==> src/rtl/lbgk_pkg.sv <==
`default_nettype none

package lbgk_pkg;

   localparam int FIELD_W       = 24;
   localparam int NDIR          = 9;
   localparam int FRAC_BITS_DEF = 20;
   localparam int RELAX_W       = 18;
   localparam int ITEMP_W       = 20;
   localparam int CSR_IDX_W     = 2;
   localparam int CSR_DATA_W    = 20;
   localparam int SUM_W         = FIELD_W + 4;
   localparam int NU_SHIFT      = 16;
   localparam int IT_SHIFT      = 16;

   // register indexes
   localparam logic [CSR_IDX_W-1:0] CSR_RELAX = 2'd0;
   localparam logic [CSR_IDX_W-1:0] CSR_ITEMP = 2'd1;
   localparam logic [CSR_IDX_W-1:0] CSR_MODE  = 2'd2;

   localparam logic [RELAX_W-1:0] RELAX_RESET = 18'd65536;
   localparam logic [ITEMP_W-1:0] ITEMP_RESET = 20'd196608;

   localparam logic EQ_QUADRATIC = 1'b0;
   localparam logic EQ_LINEAR    = 1'b1;

   // d2q9 velocity set, weights as shift of 1/36
   localparam logic signed [1:0] DIR_X [NDIR] = '{0, 1, 0, -1, 0, 1, -1, -1, 1};
   localparam logic signed [1:0] DIR_Y [NDIR] = '{0, 0, 1, 0, -1, 1, 1, -1, -1};
   localparam int W_SHIFT [NDIR] = '{4, 2, 2, 2, 2, 0, 0, 0, 0};

   // division by nine as multiply by reciprocal
   localparam int               T_W         = FIELD_W + 4;
   localparam logic [31:0]      RECIP9      = 32'd3817748708;
   localparam int               RECIP_SHIFT = 35;
   localparam logic [T_W-1:0]   FEQ_CLIP    = 28'd150994944;

   typedef struct packed {
      logic signed [FIELD_W-1:0] pop_0;
      logic signed [FIELD_W-1:0] pop_1;
      logic signed [FIELD_W-1:0] pop_2;
      logic signed [FIELD_W-1:0] pop_3;
      logic signed [FIELD_W-1:0] pop_4;
      logic signed [FIELD_W-1:0] pop_5;
      logic signed [FIELD_W-1:0] pop_6;
      logic signed [FIELD_W-1:0] pop_7;
      logic signed [FIELD_W-1:0] pop_8;
   } req_payload_type;

   typedef struct packed {
      logic signed [FIELD_W-1:0] new_pop_0;
      logic signed [FIELD_W-1:0] new_pop_1;
      logic signed [FIELD_W-1:0] new_pop_2;
      logic signed [FIELD_W-1:0] new_pop_3;
      logic signed [FIELD_W-1:0] new_pop_4;
      logic signed [FIELD_W-1:0] new_pop_5;
      logic signed [FIELD_W-1:0] new_pop_6;
      logic signed [FIELD_W-1:0] new_pop_7;
      logic signed [FIELD_W-1:0] new_pop_8;
      logic signed [FIELD_W-1:0] density;
      logic signed [FIELD_W-1:0] velocity_x;
      logic signed [FIELD_W-1:0] velocity_y;
   } rsp_payload_type;

   function automatic logic signed [FIELD_W-1:0] sat_field(input logic signed [63:0] v);
      logic signed [63:0] hi;
      logic signed [63:0] lo;
      hi = 64'sd8388607;
      lo = -64'sd8388608;
      if (v > hi) begin
         return FIELD_W'(hi);
      end else if (v < lo) begin
         return FIELD_W'(lo);
      end
      return FIELD_W'(v);
   endfunction

endpackage

`default_nettype wire

==> src/rtl/lbgk_div.sv <==
`default_nettype none

module lbgk_div #(
   parameter int FRAC_BITS = lbgk_pkg::FRAC_BITS_DEF
) (
   input  wire logic                                clock,
   input  wire logic                                en,
   input  wire logic signed [lbgk_pkg::SUM_W-1:0]   num,
   input  wire logic signed [lbgk_pkg::SUM_W-1:0]   den,
   output logic signed [lbgk_pkg::FIELD_W-1:0]      quo
);
   import lbgk_pkg::*;

   localparam int NW = SUM_W + FRAC_BITS;
   localparam int QW = FIELD_W;
   localparam int CW = NW + QW;

   logic [SUM_W-1:0] num_abs;
   logic [SUM_W-1:0] den_abs;
   logic [NW-1:0]    rem0;

   logic [NW-1:0]    rem_ff  [0:QW];
   logic [SUM_W-1:0] den_ff  [0:QW];
   logic [QW-1:0]    q_ff    [0:QW];
   logic             neg_ff  [0:QW];
   logic             ovf_ff  [0:QW];
   logic             zero_ff [0:QW];

   logic signed [QW+1:0] qs;

   assign num_abs = num[SUM_W-1] ? SUM_W'(-num) : SUM_W'(num);
   assign den_abs = den[SUM_W-1] ? SUM_W'(-den) : SUM_W'(den);
   assign rem0    = {num_abs, {FRAC_BITS{1'b0}}};

   // sign, overflow and zero checks ahead of the bit stages
   always_ff @(posedge clock) begin
      if (en) begin
         rem_ff[0]  <= rem0;
         den_ff[0]  <= den_abs;
         q_ff[0]    <= '0;
         neg_ff[0]  <= num[SUM_W-1] ^ den[SUM_W-1];
         ovf_ff[0]  <= CW'(rem0) >= (CW'(den_abs) << QW);
         zero_ff[0] <= (den == '0);
      end
   end

   // one quotient bit per stage, restoring
   for (genvar k = 0; k < QW; k++) begin : g_bit
      localparam int BIT = QW - 1 - k;
      logic [CW-1:0] shifted;
      logic [CW-1:0] rem_x;
      logic          take;

      assign shifted = CW'(den_ff[k]) << BIT;
      assign rem_x   = CW'(rem_ff[k]);
      assign take    = rem_x >= shifted;

      always_ff @(posedge clock) begin
         if (en) begin
            rem_ff[k+1]  <= take ? NW'(rem_x - shifted) : rem_ff[k];
            q_ff[k+1]    <= q_ff[k] | (take ? (QW'(1) << BIT) : '0);
            den_ff[k+1]  <= den_ff[k];
            neg_ff[k+1]  <= neg_ff[k];
            ovf_ff[k+1]  <= ovf_ff[k];
            zero_ff[k+1] <= zero_ff[k];
         end
      end
   end

   assign qs = neg_ff[QW] ? -$signed({2'b00, q_ff[QW]}) : $signed({2'b00, q_ff[QW]});

   always_comb begin
      if (zero_ff[QW]) begin
         quo = '0;
      end else if (ovf_ff[QW]) begin
         quo = neg_ff[QW] ? sat_field(-64'sd9000000) : sat_field(64'sd9000000);
      end else begin
         quo = sat_field(64'(qs));
      end
   end

endmodule

`default_nettype wire

==> config.mk <==
export PLATFORM = sky130hd
export DESIGN_NAME = lbgk_div
export DESIGN_NICKNAME = d
export VERILOG_FILES = /design/src/rtl/lbgk_pkg.sv /design/src/rtl/lbgk_div.sv
export SDC_FILE = /design/constraint.sdc
export NUM_CORES = 2
export LEC_CHECK = 0
export BUFFER_PORTS_ARGS = -buffer_cell sky130_fd_sc_hd__buf_2
export CORE_UTILIZATION = 35
export DETAILED_ROUTE_END_ITERATION = 10
export SLEW_MARGIN = 20
export SYNTH_ARGS = -nofsm -noshare
export SYNTH_HDL_FRONTEND = slang
export SYNTH_SLANG_ARGS = --single-unit
export TNS_END_PERCENT = 10
==> constraint.sdc <==
create_clock -name clock -period 9.5 [get_ports clock]
set_clock_uncertainty 0.15 [all_clocks]
set_input_delay 0.475 -clock clock [delete_from_list [all_inputs] [get_ports clock]]
set_output_delay 0.475 -clock clock [all_outputs]
set_load 0.01 [all_outputs]
# == Word-level counts from Yosys, hierarchy flattened ==
# Memories as Yosys holds them, arrays and structs flattened.
# Cells that the tools add are included.
# op_classes
add_sub_neg,27
n_mux,63
bitwise,25
order_cmp,27
n_reduce_logical,1
# op_table
cell,count
two-way mux 48 bit,24
subtractor 48 bit,4
two-way mux 24 bit,7
two-way mux 28 bit,2
negator 28 bit,2
>= comparator 48 x 52 -> 1 bit,1
>= comparator 48 x 51 -> 1 bit,1
>= comparator 48 x 50 -> 1 bit,1
>= comparator 48 x 49 -> 1 bit,1
>= comparator 48 x 28 -> 1 bit,1
>= comparator 48 x 29 -> 1 bit,1
>= comparator 48 x 30 -> 1 bit,1
>= comparator 48 x 31 -> 1 bit,1
>= comparator 48 x 32 -> 1 bit,1
>= comparator 48 x 33 -> 1 bit,1
>= comparator 48 x 34 -> 1 bit,1
>= comparator 48 x 35 -> 1 bit,1
>= comparator 48 x 36 -> 1 bit,1
>= comparator 48 x 37 -> 1 bit,1
>= comparator 48 x 38 -> 1 bit,1
>= comparator 48 x 39 -> 1 bit,1
>= comparator 48 x 40 -> 1 bit,1
>= comparator 48 x 41 -> 1 bit,1
>= comparator 48 x 42 -> 1 bit,1
79 further kinds,85
# word_totals
inputBits,58
register_bits,0
output_inout_bits,24
elab_cells,149
ram_bits,2575
n_memories,6
# mem_list
name,words,word_bits,read_ports,rd_ports_with_merged_regs,wr,line,rtl
rem_ff,25,48,24,0,25,lbgk_div.sv:22,logic [NW-1:0] rem_ff [0:QW];
den_ff,25,28,24,0,25,lbgk_div.sv:23,logic [SUM_W-1:0] den_ff [0:QW];
q_ff,25,24,25,0,25,lbgk_div.sv:24,logic [QW-1:0] q_ff [0:QW];
neg_ff,25,1,25,0,25,lbgk_div.sv:25,logic neg_ff [0:QW];
ovf_ff,25,1,25,0,25,lbgk_div.sv:26,logic ovf_ff [0:QW];
zero_ff,25,1,25,0,25,lbgk_div.sv:27,logic zero_ff [0:QW];

# == Depth between registers and ports, before layout ==
# An unclocked memory read counts as a cell.
# logic_depth
ltp_word,11
ltp_mapped,16
depth_no_buf,16

# == Worst setup path after synthesis ==
# OpenSTA, ideal clock, no wires.
# synth_timing
kind,reg2reg
from,mem den_ff[0][56] (netlist name)
to,"mem rem_ff[3][32] (netlist name), data pin"
required_time_ns,9.080
setup_time_ns,0.270
arrival_ns,3.437
synth_period_minus_slack_ns,3.857
slack_ns,5.643
path_stages_with_launch,14
n_path_buf,2
cell_sequence,edfxtp_1 -> ha_1 -> fa_1 -> nor2b_1 -> o2111ai_1 -> a21oi_1 -> o211ai_1 -> nand2_1 -> and2_1 -> o311ai_0 -> a221oi_1 -> clkbuf_1 -> clkbuf_1 -> a21oi_1
# synth_lines
element,line
from (decl),lbgk_div.sv:23
to (decl),lbgk_div.sv:22

==> flow_summary.json <==
{
  "outcome": "complete, no violations",
  "synth_ff_type": "edfxtp_1",
  "start_util_pct": 35.2,
  "path_clk_slew_ns": 0.06,
  "htree_num_levels": 4,
  "synth-async-reset-ratio_pct": 0,
  "cts.sinks": 1909,
  "drv_cap": 0,
  "fin_crit_sh_pct": 49.2,
  "die_x_um": 549,
  "core-area_mm2": 0.297,
  "cts_tree": "yes",
  "synth_top_family_by_area": "compound AO/OA/AOI/OAI gates",
  "synthXorXnorAreaFrac_pct": 6.23,
  "ir_drop_uv": 180,
  "syn_inst": 9309,
  "critPathRequiredTime_ns": 8.88,
  "period_needed_ns": 4.67,
  "insertion_delay_ns": 0.88,
  "clock_path_buffers": 4,
  "hold_violations": 0,
  "drtAntennaViolNets": 0,
  "worst_pin_slew_ns": 1.35,
  "crit_fanout": 22,
  "wirelength_um": 244000,
  "synth_area_per_cell_um2": 11.2,
  "postCtsSetupBuffers": 0,
  "p_int_mw": 21.6,
  "grt_pass1_wl_um": 383000,
  "pwr-share-seq_pct": 39.4,
  "area_delta_synth_final_pct": 12.1,
  "cts-root-buf": "clkbuf_16",
  "layout-drive-gt1-share_pct": 6.28,
  "holdWs_ns": 0.0940,
  "ys_ff_latch": 1909,
  "groute.usage.overall_pct": 15.9,
  "synth.area.mux_share_pct": 1.18,
  "p_clk_share_pct": 23.6,
  "cts_buffers": 213,
  "gp_congestion": 0.893,
  "portBuffers": 81,
  "rows": 200,
  "nFillCells": 28200,
  "die_y_um": 549,
  "grt_pass1_vias": 69400,
  "drv_slew": 0,
  "vias": 70400,
  "synth-edff-count": 1909,
  "p_switching_mw": 11.6,
  "dr.pass1.iters": 6,
  "fin_ws_ns": 4.83,
  "cp-start-kind": "flip-flop",
  "synth-compound-area-share_pct": 14.2,
  "critPathArrivalTime_ns": 4.05,
  "grt_overflow_total": 0,
  "grt_max_degree": 179,
  "dp_hpwl_um": 184000,
  "yosys_warnings": 0,
  "fmax_ghz": 0.214,
  "dieArea_mm2": 0.301,
  "synth-simple-area-share_pct": 11.0,
  "worst_setup_path_end_kind": "output port",
  "power_switching_share_pct": 35.0,
  "wl_per_cell_um": 17.9,
  "slew_headroom_pct": 9.76,
  "setup_violations": 0,
  "setup_tns_ns": 0,
  "p_leak_nw": 45.8,
  "rsz0062_at_grt": "false",
  "antenna_found_initial": 9,
  "power_frac_comb_pct": 37.0,
  "hold_class": "in2reg",
  "drt-initial-drc-count": 5045,
  "ys_types": 89,
  "power_density_mw_per_mm2": 283,
  "crit_type": "reg2out",
  "pin_count": 82,
  "place_ws_ns": 4.99,
  "syn_area_mm2": 0.105,
  "final_nets": 10300,
  "ys_seq_area_share_pct": 54.7,
  "viasPerCell": 5.16,
  "route.detailed.drc": 0,
  "synthAdderAreaFrac_pct": 8.71,
  "syn_nets": 10100
}
## stage by stage
stage	utilization [%]	power (mW)	area, µm²	std cells
after detailed placement	37.0	25.3	110000	13200
after global routing	39.5	35.3	117000	13600
final	39.5	33.2	117000	13600
after global placement	37.0	25.1	110000	13200
after floorplan	-	21.9	105000	9309
after CTS	39.5	33.4	117000	13600
## cells in the final DEF, fill, tap and decap left out, types with 33 or more instances in the layout
master | Yosys | layout
ha_1 | 692 | 692
a211oi_1 | 60 | 59
or2_2 | 34 | 34
and3_1 | 64 | 64
o31ai_1 | 119 | 117
a21oi_1 | 677 | 676
o21bai_1 | 63 | 63
and2_1 | 41 | 41
nand2b_1 | 120 | 119
o211ai_1 | 37 | 37
clkinv_1 | 3 | 44
xnor2_1 | 407 | 407
or4_1 | 33 | 33
nor4_1 | 79 | 79
xor2_1 | 338 | 338
dlygate4sd3_1 | 0 | 79
nand4_1 | 103 | 103
o21ai_0 | 650 | 649
nand3_1 | 158 | 158
buf_2 | 5 | 80
a21boi_0 | 42 | 41
nor3_1 | 150 | 150
o21a_1 | 99 | 99
mux2_2 | 100 | 100
nand2_1 | 743 | 743
clkbuf_1 | 164 | 52
buf_4 | 1 | 38
nor2_1 | 535 | 535
edfxtp_1 | 1909 | 1909
a21o_1 | 335 | 335
inv_1 | 896 | 896
or3_1 | 67 | 67
nor2b_1 | 111 | 110
clkbuf_16 | 0 | 214
a31oi_1 | 61 | 59
## cell type report
cell class,instances,area [µm²],area share (%)
Sequential cell,1909,57300,48.9
Tap cell,3939,4930,4.20
Clock inverter,107,1000,0.856
Multi-Input combinational cell,6316,43500,37.0
Inverter,899,3370,2.88
Clock buffer,266,5550,4.73
Timing Repair Buffer,207,1680,1.43
Antenna cell,4,10.0,0.00853
## state kept, by name (all words and copies together), names as in the netlist
name / count
q_ff: 300
den_ff: 672
zero_ff: 25
rem_ff: 862
ovf_ff: 25
neg_ff: 25
## power groups by stage
stage | Clock, mW | Combinational, mW | Sequential (mW)
floorplan | 0 | 9.29 | 12.6
global placement | 0 | 11.8 | 13.2
detailed placement | 0 | 12.1 | 13.2
CTS | 8.08 | 12.2 | 13.1
global route | 8.39 | 13.6 | 13.2
finish | 7.83 | 12.3 | 13.1
## critical path, stage by stage, from the launching register on
cell and delay (ns):
edfxtp_1 0.46, or4_1 0.61, nor4_1 0.44, nand3_1 0.31, nor4_1 0.60, a311oi_4 0.35, a21oi_1 0.29, buf_2 0.17
## synthesized netlist by cell type, types with 79 or more instances
cell,n,area [µm²]
nor4_1,79,494
a21o_1,335,2510
nand2_1,743,2790
a21oi_1,677,3390
nor3_1,150,751
xnor2_1,407,3560
o21a_1,99,743
xor2_1,338,2960
o31ai_1,119,893
o21ai_0,650,3250
nor2_1,535,2010
ha_1,692,8660
nor2b_1,111,694
nand4_1,103,644
edfxtp_1,1909,57300
nand2b_1,120,751
mux2_2,100,1130
inv_1,896,3360
nand3_1,158,791
clkbuf_1,164,616
## cells by family (layout without fill, tap and decap cells)
kind of cell	after synthesis	after routing
adders and majority gates	715	715
DFF	1909	1909
muxes	111	111
other	0	4
AOI/OAI and AO/OA	2382	2382
xor gates and xnor gates	745	745
buffers and inverters	1084	1479
and+or+nand+nor	2363	2363
## path summary, 6_finish.rpt
check / startpoint / endpoint / slack, ns / depth (start not counted)
max: q_ff[24][6]$_DFFE_PP_ / quo[11] / 4.83 / 7
min: den[27] / den_ff[0][12]$_DFFE_PP_ / 0.09 / 4
max reg2reg: rem_ff[0][23]$_DFFE_PP_ / rem_ff[1][26]$_DFFE_PP_ / 4.90 / 13
min reg2reg: q_ff[2][23]$_DFFE_PP_ / q_ff[3][23]$_DFFE_PP_ / 0.22 / 0
## metal layers
metal | global-route usage, % | part of all wire (%)
met2 | 27.8 | 49
met4 | 7.02 | 4.5
met1 | 19.4 | 43
met5 | 0 | 0.014
met3 | 2.07 | 4.1
## repair_timing
item | CTS | global route
endpoints found under the hold margin | 69 | 0
hold buffers | 79 | 0
gates resized for setup | 0 | 0
Note: power is estimated with default switching activity, not from simulation.
