<file path="config.mk">
export PLATFORM = sky130hd
export DESIGN_NAME = lbgk_lane
export DESIGN_NICKNAME = d
export VERILOG_FILES = /design/src/rtl/lbgk_pkg.sv /design/src/rtl/lbgk_lane.sv
export SDC_FILE = /design/constraint.sdc
export NUM_CORES = 2
export LEC_CHECK = 0
export BUFFER_PORTS_ARGS = -buffer_cell sky130_fd_sc_hd__buf_2
export CAP_MARGIN = 20
export CELL_PAD_IN_SITES_DETAIL_PLACEMENT = 1
export CELL_PAD_IN_SITES_GLOBAL_PLACEMENT = 1
export CORE_MARGIN = 2
export CORE_UTILIZATION = 40
export DETAILED_ROUTE_END_ITERATION = 10
export GPL_TIMING_DRIVEN = 0
export HOLD_SLACK_MARGIN = 0.12
export PLACE_DENSITY_LB_ADDON = 0.1
export SYNTH_ARGS = -nofsm -noshare
export SYNTH_HDL_FRONTEND = slang
export SYNTH_SLANG_ARGS = --single-unit
</file>
<file path="constraint.sdc">
create_clock -name clock -period 14 [get_ports clock]
set_input_delay 3.5 -clock clock [delete_from_list [all_inputs] [get_ports clock]]
set_output_delay 3.5 -clock clock [all_outputs]
set_load 0.005 [all_outputs]
</file>
<file path="src/rtl/lbgk_pkg.sv">
`default_nettype none

package lbgk_pkg;

   localparam int FIELD_W       = 24;
   localparam int NDIR          = 9;
   localparam int FRAC_BITS_DEF = 20;
   localparam int RELAX_W       = 18;
   localparam int ITEMP_W       = 20;
   localparam int CSR_IDX_W     = 2;
   localparam int CSR_DATA_W    = 20;
   localparam int SUM_W         = FIELD_W + 4;
   localparam int NU_SHIFT      = 16;
   localparam int IT_SHIFT      = 16;

   // register indexes
   localparam logic [CSR_IDX_W-1:0] CSR_RELAX = 2'd0;
   localparam logic [CSR_IDX_W-1:0] CSR_ITEMP = 2'd1;
   localparam logic [CSR_IDX_W-1:0] CSR_MODE  = 2'd2;

   localparam logic [RELAX_W-1:0] RELAX_RESET = 18'd65536;
   localparam logic [ITEMP_W-1:0] ITEMP_RESET = 20'd196608;

   localparam logic EQ_QUADRATIC = 1'b0;
   localparam logic EQ_LINEAR    = 1'b1;

   // d2q9 velocity set, weights as shift of 1/36
   localparam logic signed [1:0] DIR_X [NDIR] = '{0, 1, 0, -1, 0, 1, -1, -1, 1};
   localparam logic signed [1:0] DIR_Y [NDIR] = '{0, 0, 1, 0, -1, 1, 1, -1, -1};
   localparam int W_SHIFT [NDIR] = '{4, 2, 2, 2, 2, 0, 0, 0, 0};

   // division by nine as multiply by reciprocal
   localparam int               T_W         = FIELD_W + 4;
   localparam logic [31:0]      RECIP9      = 32'd3817748708;
   localparam int               RECIP_SHIFT = 35;
   localparam logic [T_W-1:0]   FEQ_CLIP    = 28'd150994944;

   typedef struct packed {
      logic signed [FIELD_W-1:0] pop_0;
      logic signed [FIELD_W-1:0] pop_1;
      logic signed [FIELD_W-1:0] pop_2;
      logic signed [FIELD_W-1:0] pop_3;
      logic signed [FIELD_W-1:0] pop_4;
      logic signed [FIELD_W-1:0] pop_5;
      logic signed [FIELD_W-1:0] pop_6;
      logic signed [FIELD_W-1:0] pop_7;
      logic signed [FIELD_W-1:0] pop_8;
   } req_payload_type;

   typedef struct packed {
      logic signed [FIELD_W-1:0] new_pop_0;
      logic signed [FIELD_W-1:0] new_pop_1;
      logic signed [FIELD_W-1:0] new_pop_2;
      logic signed [FIELD_W-1:0] new_pop_3;
      logic signed [FIELD_W-1:0] new_pop_4;
      logic signed [FIELD_W-1:0] new_pop_5;
      logic signed [FIELD_W-1:0] new_pop_6;
      logic signed [FIELD_W-1:0] new_pop_7;
      logic signed [FIELD_W-1:0] new_pop_8;
      logic signed [FIELD_W-1:0] density;
      logic signed [FIELD_W-1:0] velocity_x;
      logic signed [FIELD_W-1:0] velocity_y;
   } rsp_payload_type;

   function automatic logic signed [FIELD_W-1:0] sat_field(input logic signed [63:0] v);
      logic signed [63:0] hi;
      logic signed [63:0] lo;
      hi = 64'sd8388607;
      lo = -64'sd8388608;
      if (v > hi) begin
         return FIELD_W'(hi);
      end else if (v < lo) begin
         return FIELD_W'(lo);
      end
      return FIELD_W'(v);
   endfunction

endpackage

`default_nettype wire

</file>
<file path="src/rtl/lbgk_lane.sv">
`default_nettype none

module lbgk_lane #(
   parameter int FRAC_BITS = lbgk_pkg::FRAC_BITS_DEF,
   parameter int LANE      = 0
) (
   input  wire logic                                          clock,
   input  wire logic                                          en,
   input  wire logic signed [lbgk_pkg::FIELD_W-1:0]           pop,
   input  wire logic signed [lbgk_pkg::FIELD_W-1:0]           ux,
   input  wire logic signed [lbgk_pkg::FIELD_W-1:0]           uy,
   input  wire logic signed [lbgk_pkg::FIELD_W-1:0]           rho,
   input  wire logic [2*lbgk_pkg::FIELD_W+1-FRAC_BITS+lbgk_pkg::ITEMP_W-lbgk_pkg::IT_SHIFT-1:0]
                                                              usq,
   input  wire logic [lbgk_pkg::ITEMP_W-1:0]                  itemp,
   input  wire logic [lbgk_pkg::RELAX_W-1:0]                  relax,
   input  wire logic                                          mode,
   output logic signed [lbgk_pkg::FIELD_W-1:0]                new_pop
);
   import lbgk_pkg::*;

   localparam int UQ_W   = 2*FIELD_W + 1 - FRAC_BITS + ITEMP_W - IT_SHIFT;
   localparam int DOT_W  = FIELD_W + 2;
   localparam int PROD_W = DOT_W + ITEMP_W + 1;
   localparam int CU_W   = PROD_W - IT_SHIFT;
   localparam int CC_W   = 2 * CU_W;
   localparam int B_W    = CC_W + 2;
   localparam int P_W    = FIELD_W + 32;
   localparam int A_W    = P_W + 4;
   localparam int QM_W   = T_W + 32;
   localparam int DM_W   = DOT_W + RELAX_W + 1;
   localparam logic signed [1:0] CX = DIR_X[LANE];
   localparam logic signed [1:0] CY = DIR_Y[LANE];
   localparam int WS = W_SHIFT[LANE];

   logic signed [DOT_W-1:0]   dx, dy, dot;
   logic signed [PROD_W-1:0]  prod_ff;
   logic signed [CU_W-1:0]    cu_ff, cu3_ff;
   logic signed [CC_W-1:0]    cc_ff;
   logic signed [B_W-1:0]     b_ext;
   logic signed [31:0]        b_ff;
   logic signed [P_W-1:0]     p_ff;
   logic signed [A_W-1:0]     pw;
   logic [A_W-1:0]            a_mag, t_full;
   logic [T_W-1:0]            t_ff;
   logic                      neg6_ff, neg7_ff;
   logic [QM_W-1:0]           qm_ff;
   logic [FIELD_W:0]          q;
   logic signed [FIELD_W+1:0] feq_x;
   logic signed [FIELD_W-1:0] feq_ff;
   logic signed [DOT_W-1:0]   diff;
   logic signed [DM_W-1:0]    dm_ff;
   logic signed [FIELD_W-1:0] pop_ff [1:9];
   logic signed [FIELD_W-1:0] rho_ff [1:4];

   // direction dot product, components are -1, 0 or 1
   assign dx  = (CX > 0) ? DOT_W'(ux) : ((CX < 0) ? -DOT_W'(ux) : '0);
   assign dy  = (CY > 0) ? DOT_W'(uy) : ((CY < 0) ? -DOT_W'(uy) : '0);
   assign dot = dx + dy;

   always_comb begin
      if (mode == EQ_LINEAR) begin
         b_ext = (B_W'(1) <<< FRAC_BITS) + B_W'(cu3_ff);
      end else begin
         b_ext = (B_W'(1) <<< FRAC_BITS) + B_W'(cu3_ff)
               + (((B_W'(cc_ff) >>> FRAC_BITS) - $signed(B_W'(usq))) >>> 1);
      end
   end

   assign pw     = A_W'(p_ff) <<< WS;
   assign a_mag  = pw[A_W-1] ? A_W'(-pw) : A_W'(pw);
   assign t_full = a_mag >> (FRAC_BITS + 2);
   assign q      = (FIELD_W+1)'(qm_ff >> RECIP_SHIFT);
   assign feq_x  = neg7_ff ? -$signed({1'b0, q}) : $signed({1'b0, q});
   assign diff   = DOT_W'(pop_ff[8]) - DOT_W'(feq_ff);

   always_ff @(posedge clock) begin
      if (en) begin
         pop_ff[1] <= pop;
         rho_ff[1] <= rho;
         for (int i = 2; i <= 9; i++) begin
            pop_ff[i] <= pop_ff[i-1];
         end
         for (int i = 2; i <= 4; i++) begin
            rho_ff[i] <= rho_ff[i-1];
         end
         prod_ff <= PROD_W'(dot) * $signed({1'b0, itemp});
         cu_ff   <= CU_W'(prod_ff >>> IT_SHIFT);
         cc_ff   <= CC_W'(cu_ff) * CC_W'(cu_ff);
         cu3_ff  <= cu_ff;
         if (b_ext > B_W'(64'sh7FFFFFFF)) begin
            b_ff <= 32'sh7FFFFFFF;
         end else if (b_ext < B_W'(-64'sh80000000)) begin
            b_ff <= -32'sh80000000;
         end else begin
            b_ff <= 32'(b_ext);
         end
         p_ff    <= P_W'(rho_ff[4]) * P_W'(b_ff);
         t_ff    <= (t_full >= A_W'(FEQ_CLIP)) ? FEQ_CLIP : T_W'(t_full);
         neg6_ff <= pw[A_W-1];
         qm_ff   <= QM_W'(t_ff) * QM_W'(RECIP9);
         neg7_ff <= neg6_ff;
         feq_ff  <= sat_field(64'(feq_x));
         dm_ff   <= DM_W'(diff) * $signed({1'b0, relax});
      end
   end

   assign new_pop = sat_field(64'(pop_ff[9]) - 64'(dm_ff >>> NU_SHIFT));

endmodule

`default_nettype wire
</file>
Word-level counts from Yosys, hierarchy flattened
Memories as Yosys holds them, arrays and structs flattened. Index checks and enable logic that the tools add are counted.

Word-level logic and storage cells: 43. Bits in registers: 244. Input bits: 170. Output and inout port bits: 24. Bits in read-only memories: 0. Memory bits (writable): 312. Bits in latches: 0. Memories kept: 2.

Div/mod/pow operators: 0. Bitwise gates (word level): 0. Shifts and indexed selects: 0. Multiply operators: 3. Reductions and logical operators: 0. Add/sub/neg operators: 6. Equal/unequal tests: 0. Muxes and demuxes: 17. Order comparisons: 7.

Memories: pop_ff (depth 9, width 24, read ports 9, clocked after memory_dff 0, write ports 9, RTL line lbgk_lane.sv:53) `logic signed [FIELD_W-1:0] pop_ff [1:9];`; rho_ff (depth 4, width 24, read ports 4, clocked after memory_dff 0, write ports 4, RTL line lbgk_lane.sv:54) `logic signed [FIELD_W-1:0] rho_ff [1:4];`.

Operators with widths (count): two-way mux 24 bit (6); greater-than comparator 64 x 32 -> 1 bit, second input constant (1); < comparator 64 x 32 -> 1 bit, second input constant (1); two-way mux 64 bit (1); two-way mux 60 bit (1); negation 60 bit (1); multiplier 28 x 30 -> 58 bit, second input constant (1); multiplier 24 x 32 -> 56 bit (1); multiplier 25 x 19 -> 44 bit (1); greater-or-equal comparator 38 x 28 -> 1 bit, second input constant (1); adder 22 x 33 -> 34 bit, first input constant (1); subtractor 1 x 33 -> 34 bit, first input constant (1); two-way mux 32 bit (1); greater-than comparator 29 x 24 -> 1 bit, second input constant (1); < comparator 29 x 24 -> 1 bit, second input constant (1); subtractor 24 x 28 -> 29 bit (1); greater-than comparator 26 x 24 -> 1 bit, second input constant (1); < comparator 26 x 24 -> 1 bit, second input constant (1); two-way mux 26 bit (1); negation 25 -> 26 bit (1); subtractor 24 x 24 -> 25 bit (1); two-way mux 1 bit (7).

Depth between registers and ports, before layout
Word-level depth: 7. Depth in mapped cells: 36. Depth with buffers taken out: 35.

Worst setup path before layout
OpenSTA, ideal clock, no wires.

Kind: input-to-reg. Start: input relax[1] (netlist name). End: register dm_ff[42], data pin. Required time: 13735 ps. Slack: 4023 ps. Data arrival time: 9711 ps. Library setup time: 265 ps. Stages: 25. Buffers on the path: 2. Cell sequence: clkbuf_1 > clkbuf_1 > nand2_1 > fa_1 > inv_1 > fa_1 > inv_1 > fa_1 > inv_1 > fa_1 > fa_1 > inv_1 > fa_1 > inv_1 > ha_1 > and2_1 > a221o_1 > a21o_1 > a21o_1 > a21o_1 > a221o_1 > o21a_1 > nor2_1 > o21ai_0 > xor2_1.

Cells in the longest elaborated chain, start to end: 1.

RTL lines: start: declaration (RTL line lbgk_lane.sv:16) `input wire logic [lbgk_pkg::RELAX_W-1:0] relax,`; multiplier 25 x 19 -> 44 bit (RTL line lbgk_lane.sv:104) `dm_ff <= DM_W'(diff) * $signed({1'b0, relax});`; end signal: assignment (RTL line lbgk_lane.sv:104); end: declaration (RTL line lbgk_lane.sv:52) `logic signed [DM_W-1:0] dm_ff;`.

Every way passes these cells. A chain may end at the register's enable or synchronous reset.

==> results_dict.tcl <==
set metrics [dict create \
    drc 0 \
    timing.rr.end "dm_ff[43]" \
    grt_pass1_vias 56500 \
    critPathLaunchType "register" \
    status "completed" \
    clock-sinks 507 \
    synthFlopType "edfxtp_1" \
    core_area_um2 183000 \
    cp_slowest_cell "a211oi_1" \
    worstSetupStartpoint "pop_ff[0][192]" \
    min_period_over_period_pct 84.9 \
    placed_cell_area_um2 77500 \
    cpMostUsedCell "fa_1" \
    grt_antenna_before_repair 13 \
    post_route_cells_drive_above_1_share_pct 3.89 \
    start_util_pct 40.2 \
    root_buffer "clkbuf_16" \
    syn_avg_cell_area_um2 10.3 \
    synth_edf_count 507 \
    regArea_um2 15200 \
    nFillCells 20600 \
    endpoint "dm_ff[43]" \
    routed.top_layer "met5" \
    grt_overflow 0 \
    relSlewSlack_pct 15.7 \
    finalSetupTns_ns 0 \
    syn_inst 7161 \
    port_buffers 102 \
    cts.clk_slew.worst_paths_ns 0.09 \
    gp_congestion 0.934 \
    die_x_um 433 \
    routedWlPerCell_um 23.2 \
    netlist_area_um2 73700 \
    multi_input_area_um2 51100 \
    stdcell_area_um2 79500 \
    vias_per_cell 5.06 \
    worst_r2r_path_depth 36 \
    drt_iter0_drc 2676 \
    drtPass1Iterations 5 \
    dr_wl_met3_um 8670 \
    num_rows 157 \
    min_path_type "register to register" \
    endpoint_kind "register" \
    synth.distinct_cells 91 \
    clk_path_buf_depth 3 \
    drv_slew 0 \
    reg2reg_slack_ns 2.12 \
    die_area_um2 188000 \
    area_growth_pct 7.95 \
    rsz0062_at_grt "false" \
    cts-htree-levels 2 \
    grt_max_degree 126 \
    clock_skew_ns 0.0842 \
    synth_warnings 0 \
    grtUsageTotal_pct 25.1 \
    place_hpwl_um 195000 \
    ys_seq_area_share_pct 20.7 \
    ctsHoldBuffers 0 \
    synth-seq-cells 507 \
    wl_met2_um 111000 \
    io_pins 194 \
    setup_viol 0 \
    final-hold-violation-count 0 \
    rr_startpoint "pop_ff[0][192]" \
    cp_max_fo 10 \
    drtAntennaViolNets 0 \
    maxCapViolCount 0 \
    crit_type "register to register" \
    required_ns 14.46 \
    min_period_ns 11.88 \
    cts_tree "done" \
    tightest_slew_ns 1.26 \
    numCtsBuffers 61 \
    grt_pass1_wl_um 351000 \
    worst_ep_arrival_time_ns 12.34 \
    synth_nets 9318 \
    chipHeight_um 433 \
    insertion_delay_ns 0.74 \
    vias 50000 \
    cpPeakStageDelay_ns 0.79 \
    synthArstFlopShare_pct 0 \
    max_freq_mhz 84.2 \
    post_cts_buffers 0 \
    cts_resized 0 \
    nNetsFinal 9507 \
    routedLengthMet1_um 98200 \
    wl_um 229000 \
]
## logic make-up after synthesis
family                     count (synthesis)  share of synthesized area (%)
AOI/OAI and AO/OA                        640                           5.62
xor gates and xnor gates                 249                           2.96
adders and majority gates               1987                           48.4
buffers and inverters                   1964                           10.1
DFF                                      507                           20.7
muxes                                      4                         0.0561
and+or+nand+nor                         1810                           12.2
## flip-flops by register name, indices dropped and copies added (netlist names)
name     flops
pop_ff     216
rho_ff      96
p_ff        56
b_ff        32
dm_ff       28
t_ff        28
qm_ff       25
feq_ff      24
neg6_ff      1
neg7_ff      1
## area by class of cell
cell class,count,share of cell area (%)
Clock buffer,70,1.96
Timing Repair Buffer,126,0.993
Multi-Input combinational cell,4690,64.2
Sequential cell,507,19.1
Tap cell,2464,3.88
Inverter,1682,7.94
Antenna cell,8,0.0252
Buffer,282,1.39
Clock inverter,43,0.466
## layer usage
layer	track usage [%]	vias up
met5	0	-
met2	42.8	965
met3	2.58	329
li1	-	22400
met4	10.0	4
met1	32.9	26300
## worst max-delay path, delay by kind of cell, from the launching register on
family / cells / cell delay, ns
compound gates: 15 / 4.28
xor+xnor: 1 / 0.15
fa+ha+maj: 9 / 4.11
buf+inv: 7 / 1.66
flops: 1 / 0.55
simple gates: 4 / 0.85
## how the worst min path moves through the flow
stage | from | end | slack (ns) | cells after the start
final | rho_ff[0][90] | rho_ff[0][114] | 0.39 | 0
after floorplan | neg6_ff | neg7_ff | 0.40 | 0
after CTS | rho_ff[0][90] | rho_ff[0][114] | 0.39 | 0
after detailed placement | rho_ff[0][30] | rho_ff[0][54] | 0.41 | 0
after global routing | rho_ff[0][90] | rho_ff[0][114] | 0.40 | 0
after global placement | pop_ff[0][136] | pop_ff[0][160] | 0.40 | 0
## cell usage in the layout (no fill, tap or decap), drive strengths merged, types with 13 or more instances in the layout
cell       n
or3       18
ha       548
nor2     126
fa      1439
and3      27
and2     429
nor4      23
or2       16
xnor2    128
o21a      24
clkinv    29
nor3      65
o21bai    23
or4       20
a31oi     34
nor2b     49
a211oi    28
xor2     121
nand2    847
clkbuf   334
a21oi    144
a21o      77
edfxtp   507
nand4     44
buf      143
nand2b    62
o311ai    13
nand3     47
o31ai     27
o21ai    171
inv     1684
## cell usage after synthesis, drive strengths merged (6+ instances only)
| library cell | number | share of area (%) |
|---|---|---|
| a211oi | 28 | 0.29 |
| a21boi | 9 | 0.092 |
| a21o | 77 | 0.78 |
| a21oi | 144 | 0.98 |
| a311oi | 6 | 0.071 |
| a31o | 6 | 0.071 |
| a31oi | 34 | 0.29 |
| and2 | 429 | 3.6 |
| and3 | 27 | 0.23 |
| buf | 19 | 0.16 |
| clkbuf | 263 | 1.3 |
| edfxtp | 507 | 21 |
| fa | 1439 | 39 |
| ha | 548 | 9.3 |
| inv | 1681 | 8.6 |
| nand2 | 847 | 4.3 |
| nand2b | 62 | 0.53 |
| nand3 | 47 | 0.32 |
| nand3b | 8 | 0.082 |
| nand4 | 44 | 0.39 |
| nand4b | 6 | 0.071 |
| nor2 | 126 | 0.68 |
| nor2b | 49 | 0.42 |
| nor3 | 65 | 0.45 |
| nor4 | 23 | 0.24 |
| nor4b | 7 | 0.12 |
| o211ai | 12 | 0.12 |
| o21a | 24 | 0.24 |
| o21ai | 171 | 1.2 |
| o21bai | 23 | 0.23 |
| o311a | 8 | 0.11 |
| o311ai | 13 | 0.15 |
| o31ai | 27 | 0.28 |
| o41ai | 9 | 0.13 |
| or2 | 16 | 0.14 |
| or3 | 18 | 0.15 |
| or4 | 20 | 0.21 |
| xnor2 | 128 | 1.5 |
| xor2 | 121 | 1.4 |
## per-stage QoR
step	setup slack, ns	util [%]	hold WS [ns]	instances
finish	2.12	43.4	0.390	9872
global route	1.72	43.4	0.402	9867
CTS	2.33	43.4	0.391	9861
detailed placement	2.17	42.4	0.405	9748
global placement	1.53	42.2	0.400	9727
floorplan	4.02	-	0.400	7161
Power is not shown: default switching activity piles up to over one toggle a cycle in this logic, so the estimate is an artifact.
